File: config.mk
export PLATFORM = sky130hd
export DESIGN_NAME = postfix_stack_evaluator
export DESIGN_NICKNAME = d
export VERILOG_FILES = /design/src/rtl/pse_pkg.sv /design/src/rtl/pse_ram.sv /design/src/rtl/pse_divider.sv /design/src/rtl/pse_datapath.sv /design/src/rtl/pse_ctrl.sv /design/src/rtl/postfix_stack_evaluator.sv
export SDC_FILE = /design/constraint.sdc
export NUM_CORES = 2
export LEC_CHECK = 0
export ABC_AREA = 1
export BUFFER_PORTS_ARGS = -buffer_cell sky130_fd_sc_hd__buf_2
export CAP_MARGIN = 20
export CELL_PAD_IN_SITES_DETAIL_PLACEMENT = 1
export CELL_PAD_IN_SITES_GLOBAL_PLACEMENT = 1
export CORE_ASPECT_RATIO = 0.9
export CORE_MARGIN = 5
export CORE_UTILIZATION = 40
export DETAILED_ROUTE_END_ITERATION = 6
export GPL_TIMING_DRIVEN = 0
export PLACE_DENSITY_LB_ADDON = 0.1
export SKIP_LAST_GASP = 1
export SLEW_MARGIN = 20
export SYNTH_ARGS = -nofsm -noshare
export SYNTH_HDL_FRONTEND = slang
export SYNTH_SLANG_ARGS = --single-unit
File: constraint.sdc
create_clock -name clock -period 12.52 [get_ports clock]
set_input_delay 3.13 -clock clock [delete_from_list [all_inputs] [get_ports clock]]
set_output_delay 3.13 -clock clock [all_outputs]
set_load 0.01 [all_outputs]
File: src/rtl/pse_pkg.sv
// shared constants, types and command/status structs of the postfix stack evaluator
`default_nettype none
package pse_pkg;

   localparam int STACK_DEPTH    = 16;
   localparam int VARIABLE_COUNT = 26;
   localparam int DATA_W         = 32;
   localparam int CNT_W          = $clog2(STACK_DEPTH + 1);
   localparam int ADDR_W         = (STACK_DEPTH > 1) ? $clog2(STACK_DEPTH) : 1;
   localparam int VAR_W          = 5;

   // status codes
   localparam logic [2:0] ST_OK        = 3'd0;
   localparam logic [2:0] ST_UNDERFLOW = 3'd1;
   localparam logic [2:0] ST_DIVZERO   = 3'd2;
   localparam logic [2:0] ST_OVERFLOW  = 3'd3;
   localparam logic [2:0] ST_EMPTY     = 3'd4;

   // characters
   localparam logic [7:0] CH_PLUS  = 8'h2B;
   localparam logic [7:0] CH_MINUS = 8'h2D;
   localparam logic [7:0] CH_MUL   = 8'h2A;
   localparam logic [7:0] CH_DIV   = 8'h2F;
   localparam logic [7:0] CH_MOD   = 8'h25;
   localparam logic [7:0] CH_A     = 8'h41;
   localparam logic [7:0] CH_SPACE = 8'h20;

   // controller to datapath
   typedef struct packed {
      logic       load_item;
      logic       var_write;
      logic       push_var;
      logic       err_write;
      logic [2:0] err_code;
      logic       rd_second;
      logic       cap_rhs;
      logic       cap_lhs;
      logic       alu_exec;
      logic       div_start;
      logic       div_take;
      logic       push_result;
      logic       emit;
   } cmd_type;

   // datapath to controller
   typedef struct packed {
      logic is_load;
      logic has_error;
      logic is_letter;
      logic is_space;
      logic stack_full;
      logic under_two;
      logic is_div;
      logic rhs_zero;
      logic div_done;
      logic last;
      logic rsp_free;
   } sts_type;

endpackage
`default_nettype wire

File: src/rtl/pse_ram.sv
// generic single write, single registered read port ram
`default_nettype none
module pse_ram #(
   parameter int WIDTH = 32,
   parameter int DEPTH = 16
) (
   input  wire logic                                  clock,
   input  wire logic                                  wr_en,
   input  wire logic [((DEPTH > 1) ? $clog2(DEPTH) : 1)-1:0] wr_addr,
   input  wire logic [WIDTH-1:0]                      wr_data,
   input  wire logic [((DEPTH > 1) ? $clog2(DEPTH) : 1)-1:0] rd_addr,
   output logic      [WIDTH-1:0]                      rd_data
);

   logic [WIDTH-1:0] mem_ff [DEPTH];

   // write port and registered read
   always_ff @(posedge clock) begin
      if (wr_en) begin
         mem_ff[wr_addr] <= wr_data;
      end
      rd_data <= mem_ff[rd_addr];
   end

endmodule
`default_nettype wire

File: src/rtl/pse_divider.sv
// iterative signed 32-bit divider, one quotient bit per cycle
`default_nettype none
module pse_divider (
   input  wire logic                       clock,
   input  wire logic                       reset,
   input  wire logic                       start,
   input  wire logic                       want_rem,
   input  wire logic [pse_pkg::DATA_W-1:0] dividend,
   input  wire logic [pse_pkg::DATA_W-1:0] divisor,
   output logic                            done,
   output logic      [pse_pkg::DATA_W-1:0] result
);

   localparam int DW = pse_pkg::DATA_W;
   localparam int SW = $clog2(DW);

   logic          busy_ff, busy_in;
   logic          done_ff, done_in;
   logic [SW-1:0] step_ff, step_in;
   logic          neg_q_ff, neg_r_ff, rem_sel_ff;
   logic [DW-1:0] mb_ff, rem_ff, rem_in, quo_ff, quo_in;
   logic [DW:0]   shifted, diff;
   logic [DW-1:0] mag_a, mag_b;

   // operand magnitudes
   assign mag_a = dividend[DW-1] ? (DW'(0) - dividend) : dividend;
   assign mag_b = divisor[DW-1] ? (DW'(0) - divisor) : divisor;

   // one restoring step
   always_comb begin
      shifted = {rem_ff, quo_ff[DW-1]};
      diff    = shifted - {1'b0, mb_ff};
      busy_in = busy_ff;
      done_in = 1'b0;
      step_in = step_ff;
      rem_in  = rem_ff;
      quo_in  = quo_ff;
      if (start) begin
         busy_in = 1'b1;
         step_in = '0;
         rem_in  = '0;
         quo_in  = mag_a;
      end else if (busy_ff) begin
         step_in = step_ff + SW'(1);
         if (!diff[DW]) begin
            rem_in = diff[DW-1:0];
            quo_in = {quo_ff[DW-2:0], 1'b1};
         end else begin
            rem_in = shifted[DW-1:0];
            quo_in = {quo_ff[DW-2:0], 1'b0};
         end
         if (step_ff == SW'(DW - 1)) begin
            busy_in = 1'b0;
            done_in = 1'b1;
         end
      end
   end

   // control state
   always_ff @(posedge clock) begin
      if (reset) begin
         busy_ff <= 1'b0;
         done_ff <= 1'b0;
         step_ff <= '0;
      end else begin
         busy_ff <= busy_in;
         done_ff <= done_in;
         step_ff <= step_in;
      end
   end

   // working registers
   always_ff @(posedge clock) begin
      rem_ff <= rem_in;
      quo_ff <= quo_in;
      if (start) begin
         mb_ff      <= mag_b;
         neg_q_ff   <= dividend[DW-1] ^ divisor[DW-1];
         neg_r_ff   <= dividend[DW-1];
         rem_sel_ff <= want_rem;
      end
   end

   // sign correction
   always_comb begin
      if (rem_sel_ff) begin
         result = neg_r_ff ? (DW'(0) - rem_ff) : rem_ff;
      end else begin
         result = neg_q_ff ? (DW'(0) - quo_ff) : quo_ff;
      end
   end

   assign done = done_ff;

endmodule
`default_nettype wire

File: src/rtl/pse_datapath.sv
// stack, variable table, alu and result register of the evaluator
`default_nettype none
module pse_datapath (
   input  wire logic                        clock,
   input  wire logic                        reset,
   input  wire pse_pkg::cmd_type            cmd,
   output pse_pkg::sts_type                 sts,
   input  wire logic                        req_opcode,
   input  wire logic [7:0]                  req_token_char,
   input  wire logic [4:0]                  req_var_index,
   input  wire logic signed [31:0]          req_var_value,
   input  wire logic                        req_last_token,
   output logic                             rsp_valid,
   input  wire logic                        rsp_stall,
   output logic signed [31:0]               rsp_result_value,
   output logic      [2:0]                  rsp_status
);

   localparam int DW = pse_pkg::DATA_W;
   localparam int CW = pse_pkg::CNT_W;
   localparam int AW = pse_pkg::ADDR_W;
   localparam int VC = pse_pkg::VARIABLE_COUNT;

   logic          opcode_ff, last_ff;
   logic [7:0]    char_ff;
   logic [4:0]    idx_ff;
   logic [DW-1:0] val_ff;
   logic [CW-1:0] count_ff, count_in;
   logic [2:0]    err_ff, err_in;
   logic [DW-1:0] rhs_ff, lhs_ff, result_ff, result_in;
   logic [VC-1:0] var_valid_ff;
   logic [DW-1:0] var_data_ff [VC];
   logic [7:0]    letter_off;
   logic [4:0]    letter_idx;
   logic [DW-1:0] var_rd;
   logic          wr_en;
   logic [AW-1:0] wr_addr, rd_addr;
   logic [DW-1:0] wr_data, rd_data;
   logic          div_done;
   logic [DW-1:0] div_result;
   logic          rsp_valid_ff;
   logic [DW-1:0] rsp_value_ff;
   logic [2:0]    rsp_status_ff;

   // item register
   always_ff @(posedge clock) begin
      if (cmd.load_item) begin
         opcode_ff <= req_opcode;
         char_ff   <= req_token_char;
         idx_ff    <= req_var_index;
         val_ff    <= req_var_value;
         last_ff   <= req_last_token;
      end
   end

   // variable table, entries read as zero until written
   assign letter_off = char_ff - pse_pkg::CH_A;
   assign letter_idx = letter_off[4:0];
   assign var_rd     = var_valid_ff[letter_idx] ? var_data_ff[letter_idx] : '0;

   always_ff @(posedge clock) begin
      if (reset) begin
         var_valid_ff <= '0;
      end else if (cmd.var_write && idx_ff < 5'(VC)) begin
         var_valid_ff[idx_ff] <= 1'b1;
      end
   end

   always_ff @(posedge clock) begin
      if (cmd.var_write && idx_ff < 5'(VC)) begin
         var_data_ff[idx_ff] <= val_ff;
      end
   end

   // value stack
   assign wr_en   = cmd.push_var || cmd.push_result;
   assign wr_addr = count_ff[AW-1:0];
   assign wr_data = cmd.push_var ? var_rd : result_ff;
   assign rd_addr = cmd.rd_second ? AW'(count_ff - CW'(2)) : AW'(count_ff - CW'(1));

   pse_ram #(
      .WIDTH (DW),
      .DEPTH (pse_pkg::STACK_DEPTH)
   ) u_stack (
      .clock   (clock),
      .wr_en   (wr_en),
      .wr_addr (wr_addr),
      .wr_data (wr_data),
      .rd_addr (rd_addr),
      .rd_data (rd_data)
   );

   // stack count and sticky error
   always_comb begin
      count_in = count_ff;
      err_in   = err_ff;
      priority if (cmd.emit) begin
         count_in = '0;
      end else if (cmd.cap_lhs) begin
         count_in = count_ff - CW'(2);
      end else if (wr_en) begin
         count_in = count_ff + CW'(1);
      end
      priority if (cmd.emit) begin
         err_in = pse_pkg::ST_OK;
      end else if (cmd.err_write) begin
         err_in = cmd.err_code;
      end
   end

   always_ff @(posedge clock) begin
      if (reset) begin
         count_ff <= '0;
         err_ff   <= pse_pkg::ST_OK;
      end else begin
         count_ff <= count_in;
         err_ff   <= err_in;
      end
   end

   // operand capture
   always_ff @(posedge clock) begin
      if (cmd.cap_rhs) begin
         rhs_ff <= rd_data;
      end
      if (cmd.cap_lhs) begin
         lhs_ff <= rd_data;
      end
   end

   // divider result or add, sub, mul; other chars give zero
   always_comb begin
      result_in = result_ff;
      if (cmd.div_take) begin
         result_in = div_result;
      end else if (cmd.alu_exec) begin
         unique case (char_ff)
            pse_pkg::CH_PLUS:  result_in = lhs_ff + rhs_ff;
            pse_pkg::CH_MINUS: result_in = lhs_ff - rhs_ff;
            pse_pkg::CH_MUL:   result_in = lhs_ff * rhs_ff;
            default:           result_in = '0;
         endcase
      end
   end

   always_ff @(posedge clock) begin
      result_ff <= result_in;
   end

   pse_divider u_divider (
      .clock    (clock),
      .reset    (reset),
      .start    (cmd.div_start),
      .want_rem (char_ff == pse_pkg::CH_MOD),
      .dividend (lhs_ff),
      .divisor  (rhs_ff),
      .done     (div_done),
      .result   (div_result)
   );

   // output register
   always_ff @(posedge clock) begin
      if (reset) begin
         rsp_valid_ff <= 1'b0;
      end else if (cmd.emit) begin
         rsp_valid_ff <= 1'b1;
      end else if (!rsp_stall) begin
         rsp_valid_ff <= 1'b0;
      end
   end

   always_ff @(posedge clock) begin
      if (cmd.emit) begin
         if (err_ff != pse_pkg::ST_OK) begin
            rsp_value_ff  <= '0;
            rsp_status_ff <= err_ff;
         end else if (count_ff == '0) begin
            rsp_value_ff  <= '0;
            rsp_status_ff <= pse_pkg::ST_EMPTY;
         end else begin
            rsp_value_ff  <= rd_data;
            rsp_status_ff <= pse_pkg::ST_OK;
         end
      end
   end

   assign rsp_valid        = rsp_valid_ff;
   assign rsp_result_value = rsp_value_ff;
   assign rsp_status       = rsp_status_ff;

   // status to the controller
   always_comb begin
      sts.is_load    = opcode_ff;
      sts.has_error  = err_ff != pse_pkg::ST_OK;
      sts.is_letter  = letter_off < 8'(VC);
      sts.is_space   = char_ff == pse_pkg::CH_SPACE;
      sts.stack_full = count_ff >= CW'(pse_pkg::STACK_DEPTH);
      sts.under_two  = count_ff < CW'(2);
      sts.is_div     = char_ff == pse_pkg::CH_DIV || char_ff == pse_pkg::CH_MOD;
      sts.rhs_zero   = rhs_ff == '0;
      sts.div_done   = div_done;
      sts.last       = last_ff;
      sts.rsp_free   = !rsp_valid_ff || !rsp_stall;
   end

   // checks
   a_count_range: assert property (@(posedge clock) disable iff (reset)
      count_ff <= CW'(pse_pkg::STACK_DEPTH))
      else $error("stack count beyond depth");

   a_emit_clears: assert property (@(posedge clock) disable iff (reset)
      cmd.emit |=> count_ff == '0 && err_ff == pse_pkg::ST_OK && rsp_valid_ff)
      else $error("emit did not clear the stack");

   a_push_room: assert property (@(posedge clock) disable iff (reset)
      wr_en |-> count_ff < CW'(pse_pkg::STACK_DEPTH))
      else $error("push onto full stack");

endmodule
`default_nettype wire

File: src/rtl/pse_ctrl.sv
// sequencing state machine of the evaluator
`default_nettype none
module pse_ctrl (
   input  wire logic             clock,
   input  wire logic             reset,
   input  wire logic             req_valid,
   output logic                  req_stall,
   input  wire pse_pkg::sts_type sts,
   output pse_pkg::cmd_type      cmd
);

   localparam logic [3:0] S_IDLE   = 4'd0;
   localparam logic [3:0] S_DECODE = 4'd1;
   localparam logic [3:0] S_RD_RHS = 4'd2;
   localparam logic [3:0] S_RD_LHS = 4'd3;
   localparam logic [3:0] S_EXEC   = 4'd4;
   localparam logic [3:0] S_DIV    = 4'd5;
   localparam logic [3:0] S_PUSH   = 4'd6;
   localparam logic [3:0] S_FINISH = 4'd7;
   localparam logic [3:0] S_TOP    = 4'd8;

   logic [3:0] state_ff, state_in;

   assign req_stall = state_ff != S_IDLE;

   // next state and commands
   always_comb begin
      state_in = state_ff;
      cmd      = '0;
      unique case (state_ff)
         S_IDLE: begin
            if (req_valid) begin
               cmd.load_item = 1'b1;
               state_in      = S_DECODE;
            end
         end
         S_DECODE: begin
            state_in = S_FINISH;
            priority if (sts.is_load) begin
               cmd.var_write = 1'b1;
            end else if (sts.has_error || sts.is_space) begin
               state_in = S_FINISH;
            end else if (sts.is_letter) begin
               if (sts.stack_full) begin
                  cmd.err_write = 1'b1;
                  cmd.err_code  = pse_pkg::ST_OVERFLOW;
               end else begin
                  cmd.push_var = 1'b1;
               end
            end else if (sts.under_two) begin
               cmd.err_write = 1'b1;
               cmd.err_code  = pse_pkg::ST_UNDERFLOW;
            end else begin
               state_in = S_RD_RHS;
            end
         end
         S_RD_RHS: begin
            cmd.cap_rhs   = 1'b1;
            cmd.rd_second = 1'b1;
            state_in      = S_RD_LHS;
         end
         S_RD_LHS: begin
            cmd.cap_lhs = 1'b1;
            state_in    = S_EXEC;
         end
         S_EXEC: begin
            if (sts.is_div) begin
               if (sts.rhs_zero) begin
                  cmd.err_write = 1'b1;
                  cmd.err_code  = pse_pkg::ST_DIVZERO;
                  state_in      = S_FINISH;
               end else begin
                  cmd.div_start = 1'b1;
                  state_in      = S_DIV;
               end
            end else begin
               cmd.alu_exec = 1'b1;
               state_in     = S_PUSH;
            end
         end
         S_DIV: begin
            if (sts.div_done) begin
               cmd.div_take = 1'b1;
               state_in     = S_PUSH;
            end
         end
         S_PUSH: begin
            cmd.push_result = 1'b1;
            state_in        = S_FINISH;
         end
         S_FINISH: begin
            state_in = sts.last ? S_TOP : S_IDLE;
         end
         S_TOP: begin
            if (sts.rsp_free) begin
               cmd.emit = 1'b1;
               state_in = S_IDLE;
            end
         end
         default: begin
            state_in = S_IDLE;
         end
      endcase
   end

   always_ff @(posedge clock) begin
      if (reset) begin
         state_ff <= S_IDLE;
      end else begin
         state_ff <= state_in;
      end
   end

   // checks
   a_accept_idle: assert property (@(posedge clock) disable iff (reset)
      cmd.load_item |=> state_ff == S_DECODE)
      else $error("accepted item not decoded");

   a_div_wait: assert property (@(posedge clock) disable iff (reset)
      cmd.div_start |=> state_ff == S_DIV && !sts.div_done)
      else $error("divider finished too early");

   a_emit_last: assert property (@(posedge clock) disable iff (reset)
      cmd.emit |-> sts.last && state_ff == S_TOP)
      else $error("result emitted for item not marked last");

endmodule
`default_nettype wire

File: src/rtl/postfix_stack_evaluator.sv
// top level of the postfix expression stack evaluator
// An expression arrives one item per req_ transfer: with req_opcode low,
// req_token_char is a character (A..Z push a variable, space is skipped,
// + - * / % combine the two top values, any other character combines them
// to zero); with req_opcode high, req_var_value is stored in variable
// req_var_index. The item with req_last_token high gives one rsp_ transfer
// with the stack top and a status, then the stack and error are cleared.
// One item is in work at a time; req_stall stays high until it is done.
// Item steps: a load, letter, space or ignored item is decoded and
// finished; + - * and other operators read both operands from the stack
// memory, execute and push; / and % instead run the shared one-bit-per-
// cycle divider unless the divisor is zero. A last item then reads the
// stack top from the stack memory into the output register.
// The output register holds a result while rsp_stall is high; the next
// items are still taken, and only a following last item waits for it.
// Synchronous reset empties the stack, clears the error and sets all
// variables to zero; no clearing pass is needed.
`default_nettype none
module postfix_stack_evaluator (
   input  wire logic               clock,
   input  wire logic               reset,
   input  wire logic               req_valid,
   output logic                    req_stall,
   input  wire logic               req_opcode,
   input  wire logic [7:0]         req_token_char,
   input  wire logic [4:0]         req_var_index,
   input  wire logic signed [31:0] req_var_value,
   input  wire logic               req_last_token,
   output logic                    rsp_valid,
   input  wire logic               rsp_stall,
   output logic signed [31:0]      rsp_result_value,
   output logic      [2:0]         rsp_status
);

   pse_pkg::cmd_type cmd;
   pse_pkg::sts_type sts;

   // sequencer
   pse_ctrl u_ctrl (
      .clock     (clock),
      .reset     (reset),
      .req_valid (req_valid),
      .req_stall (req_stall),
      .sts       (sts),
      .cmd       (cmd)
   );

   // stack and arithmetic
   pse_datapath u_datapath (
      .clock            (clock),
      .reset            (reset),
      .cmd              (cmd),
      .sts              (sts),
      .req_opcode       (req_opcode),
      .req_token_char   (req_token_char),
      .req_var_index    (req_var_index),
      .req_var_value    (req_var_value),
      .req_last_token   (req_last_token),
      .rsp_valid        (rsp_valid),
      .rsp_stall        (rsp_stall),
      .rsp_result_value (rsp_result_value),
      .rsp_status       (rsp_status)
   );

endmodule
`default_nettype wire
==> results.yml <==
hold_path:
  min_from: "u_datapath.u_stack.rd_data[2]$_DFF_P_"
  hold_path.class: "reg -> reg"
sta:
  period_share: 0.7721
  slew_violations: 0
  fin_crit_ps: 9667
  worst_slew_pin_slew_ps: 1386
  setup_viol: 0
  fin_tns_setup_ps: 0
  clock_skew_ps: 77.95
  holdWs_ps: 469.9
  timing.fmax_mhz: 103.4
  finalHoldViolCount: 0
  rsz0062_at_grt: "no"
  relSlewSlack: 0.06654
synth:
  synth-edff-count: 1589
  synth_fp_nets: 9553
  yosysTopAreaCell: "edfxtp_1"
  synthFlopType: "edfxtp_1"
  ys_top_cells_by_count: "1,786 x nand2_1, 1,589 x edfxtp_1, 1,145 x inv_1"
  yosys_warnings: 0
  synth_top_area_share: 0.5250
  yosysMostFrequentCell: "nand2_1"
  syn_area_um2: 90890
  synth.distinct_cells: 70
  syn_avg_cell_area_um2: 10.23
  ys_ff_latch: 1698
  synthTopCellsByArea: "edfxtp_1 52%, fa_1 9.0%, nand2_1 7.4%"
  async_reset_ff_frac: 0
  synth_seq_area_share: 0.5490
  netlist_instances: 8886
global_route:
  grt_pass1_wl_mm: 522.6
  grt_util_met2: 0.4674
  grtUsageMet3: 0.04570
  grt_max_degree: 34
  track_usage: 0.3058
  gr-max-usage-layer: "met2"
  overflow: 0
  grt_pass1_vias: 71108
  grt_use_met1: 0.4532
  antenna_found_initial: 18
place:
  gp_congestion: 0.9912
  port_buffers: 86
  post-dp-hpwl_mm: 279.5
die:
  placementRows: 166
  dieArea_um2: 236900
  io-pin-count: 88
  core_area_um2: 226800
  dieWidth_um: 512.5
  start_util: 0.4007
  die_height_um: 462.2
clock_tree:
  cts_resized: 0
  ctsHtreeMaxLevel: 4
  path_clk_slew_ps: 60
  post_cts_buffers: 0
  cts_buffer_depth: 3
  cts_root_buf: "clkbuf_16"
  hold_buffers: 0
  cts.sinks: 1698
  insertion_delay_ps: 850
  cts_tree: "done"
  numCtsBuffers: 180
critical_path:
  r2r_start: "u_datapath.lhs_ff[12]$_DFFE_PP_"
  cp_slowest_cell: "edfxtp_1"
  max_stage_delay_ps: 960
  startpoint: "u_datapath.lhs_ff[12]$_DFFE_PP_"
  endpoint_kind: "flip-flop"
  cpMostUsedCell: "fa_1"
  start_kind: "flip-flop"
  path_class: "reg -> reg"
  path_max_fanout: 10
  arrival_ps: 10170
  critPathRequiredTime_ps: 13020
routing:
  dr_total_vias: 71027
  drt_iter0_drc: 7711
  wl_per_cell_um: 29.74
  finalWirelength_mm: 369.7
  final_antenna_net_count: 0
  first_pass_iters: 5
  drc: 0
  avgViaCountPerCell: 5.714
flow_run:
  max_cap_violations: 0
cells_and_area:
  syn_to_final_growth_pct: 13.87
  fin_nets: 9917
  drive_gt1_frac: 0.07607
status:
  status: "finished, final reports clean"
-- worst paths after layout --
| path | slack [ps] | to | depth (start not counted) |
|---|---|---|---|
| min reg2reg | 470 | u_datapath.rhs_ff[2]$_DFFE_PP_ | 0 |
| max | 2850 | u_datapath.result_ff[31]$_DFFE_PP_ | 25 |
| max reg2reg | 2850 | u_datapath.result_ff[31]$_DFFE_PP_ | 25 |
| min | 470 | u_datapath.rhs_ff[2]$_DFFE_PP_ | 0 |
-- worst max-delay path: cells and delay by family (launching register included) --
family / cells / cell delay [ps]
fa+ha+maj: 9 / 4370
buf+inv: 5 / 1770
simple gates: 8 / 1240
compound gates: 3 / 960
flops: 1 / 960
-- stage by stage --
| stage | setup slack (ps) | util | std cells | cell area (µm²) |
|---|---|---|---|---|
| floorplan | 5585 | - | 8886 | 90890 |
| global placement | 2780 | 0.4193 | 11996 | 95110 |
| detailed placement | 3138 | 0.4295 | 12083 | 97410 |
| CTS | 3069 | 0.4556 | 12414 | 103300 |
| global route | 2660 | 0.4563 | 12423 | 103500 |
| finish | 2853 | 0.4563 | 12430 | 103500 |
-- layout make-up --
class                           count  area, µm²
Buffer                            515       2153
Clock inverter                     98       1096
Tap cell                         3024       3784
Inverter                         1164       4373
Sequential cell                  1698      49900
Fill cell                       25100     123300
Antenna cell                        7      17.52
Timing Repair Buffer              182       2335
Multi-Input combinational cell   5509      35030
Clock buffer                      233       4816
-- kinds of logic after synthesis --
kind of cell    share of synthesized area
xor+xnor                          0.01119
simple gates                       0.1288
mux                             0.0004405
fa+ha+maj                          0.1187
flops                              0.5490
compound gates                     0.1203
buf+inv                           0.07157
-- state kept, by name (all words and copies together), names as in the netlist, 3 cells and up --
register                      flops
u_datapath.var_data_ff          832
u_datapath.char_ff                8
u_datapath.idx_ff                 5
u_datapath.u_stack.mem_ff       512
u_datapath.u_divider.rem_ff      32
u_datapath.var_valid_ff          26
u_datapath.u_divider.quo_ff      32
u_datapath.u_divider.step_ff      5
u_datapath.lhs_ff                32
u_datapath.u_divider.mb_ff       32
u_ctrl.state_ff                   4
u_datapath.result_ff             32
u_datapath.val_ff                32
u_datapath.rhs_ff                32
u_datapath.rsp_status             3
u_datapath.count_ff               5
u_datapath.rsp_result_value      32
u_datapath.u_stack.rd_data       32
-- layer usage --
layer / wire length, µm / part of all wire
met5: 0 / 0
met4: 12080 / 0.033
met3: 27290 / 0.074
met2: 162100 / 0.44
met1: 168200 / 0.45
-- placed cells by master (no fill, tap or decap), types with 23 or more instances in the layout --
master / instances
nand4_1: 82
a221oi_1: 128
clkinv_2: 27
edfxtp_1: 1589
a31oi_1: 24
a22oi_1: 33
dfxtp_1: 109
nand3_1: 188
inv_1: 1144
buf_8: 24
nand2_1: 1785
buf_16: 27
o21ai_2: 33
nor2_1: 498
xnor2_1: 35
xor2_1: 77
nor3_1: 164
ha_1: 206
fa_1: 410
or2_2: 23
nor2_4: 52
a32o_1: 32
o221ai_1: 54
clkbuf_1: 367
buf_2: 171
a21oi_1: 779
clkbuf_16: 182
clkinv_1: 44
o21ai_0: 696
buf_12: 34
buf_1: 74
Power is left out: the tool's default activity adds up to more than one toggle a clock period on the data nets, which glitch-free logic cannot reach.
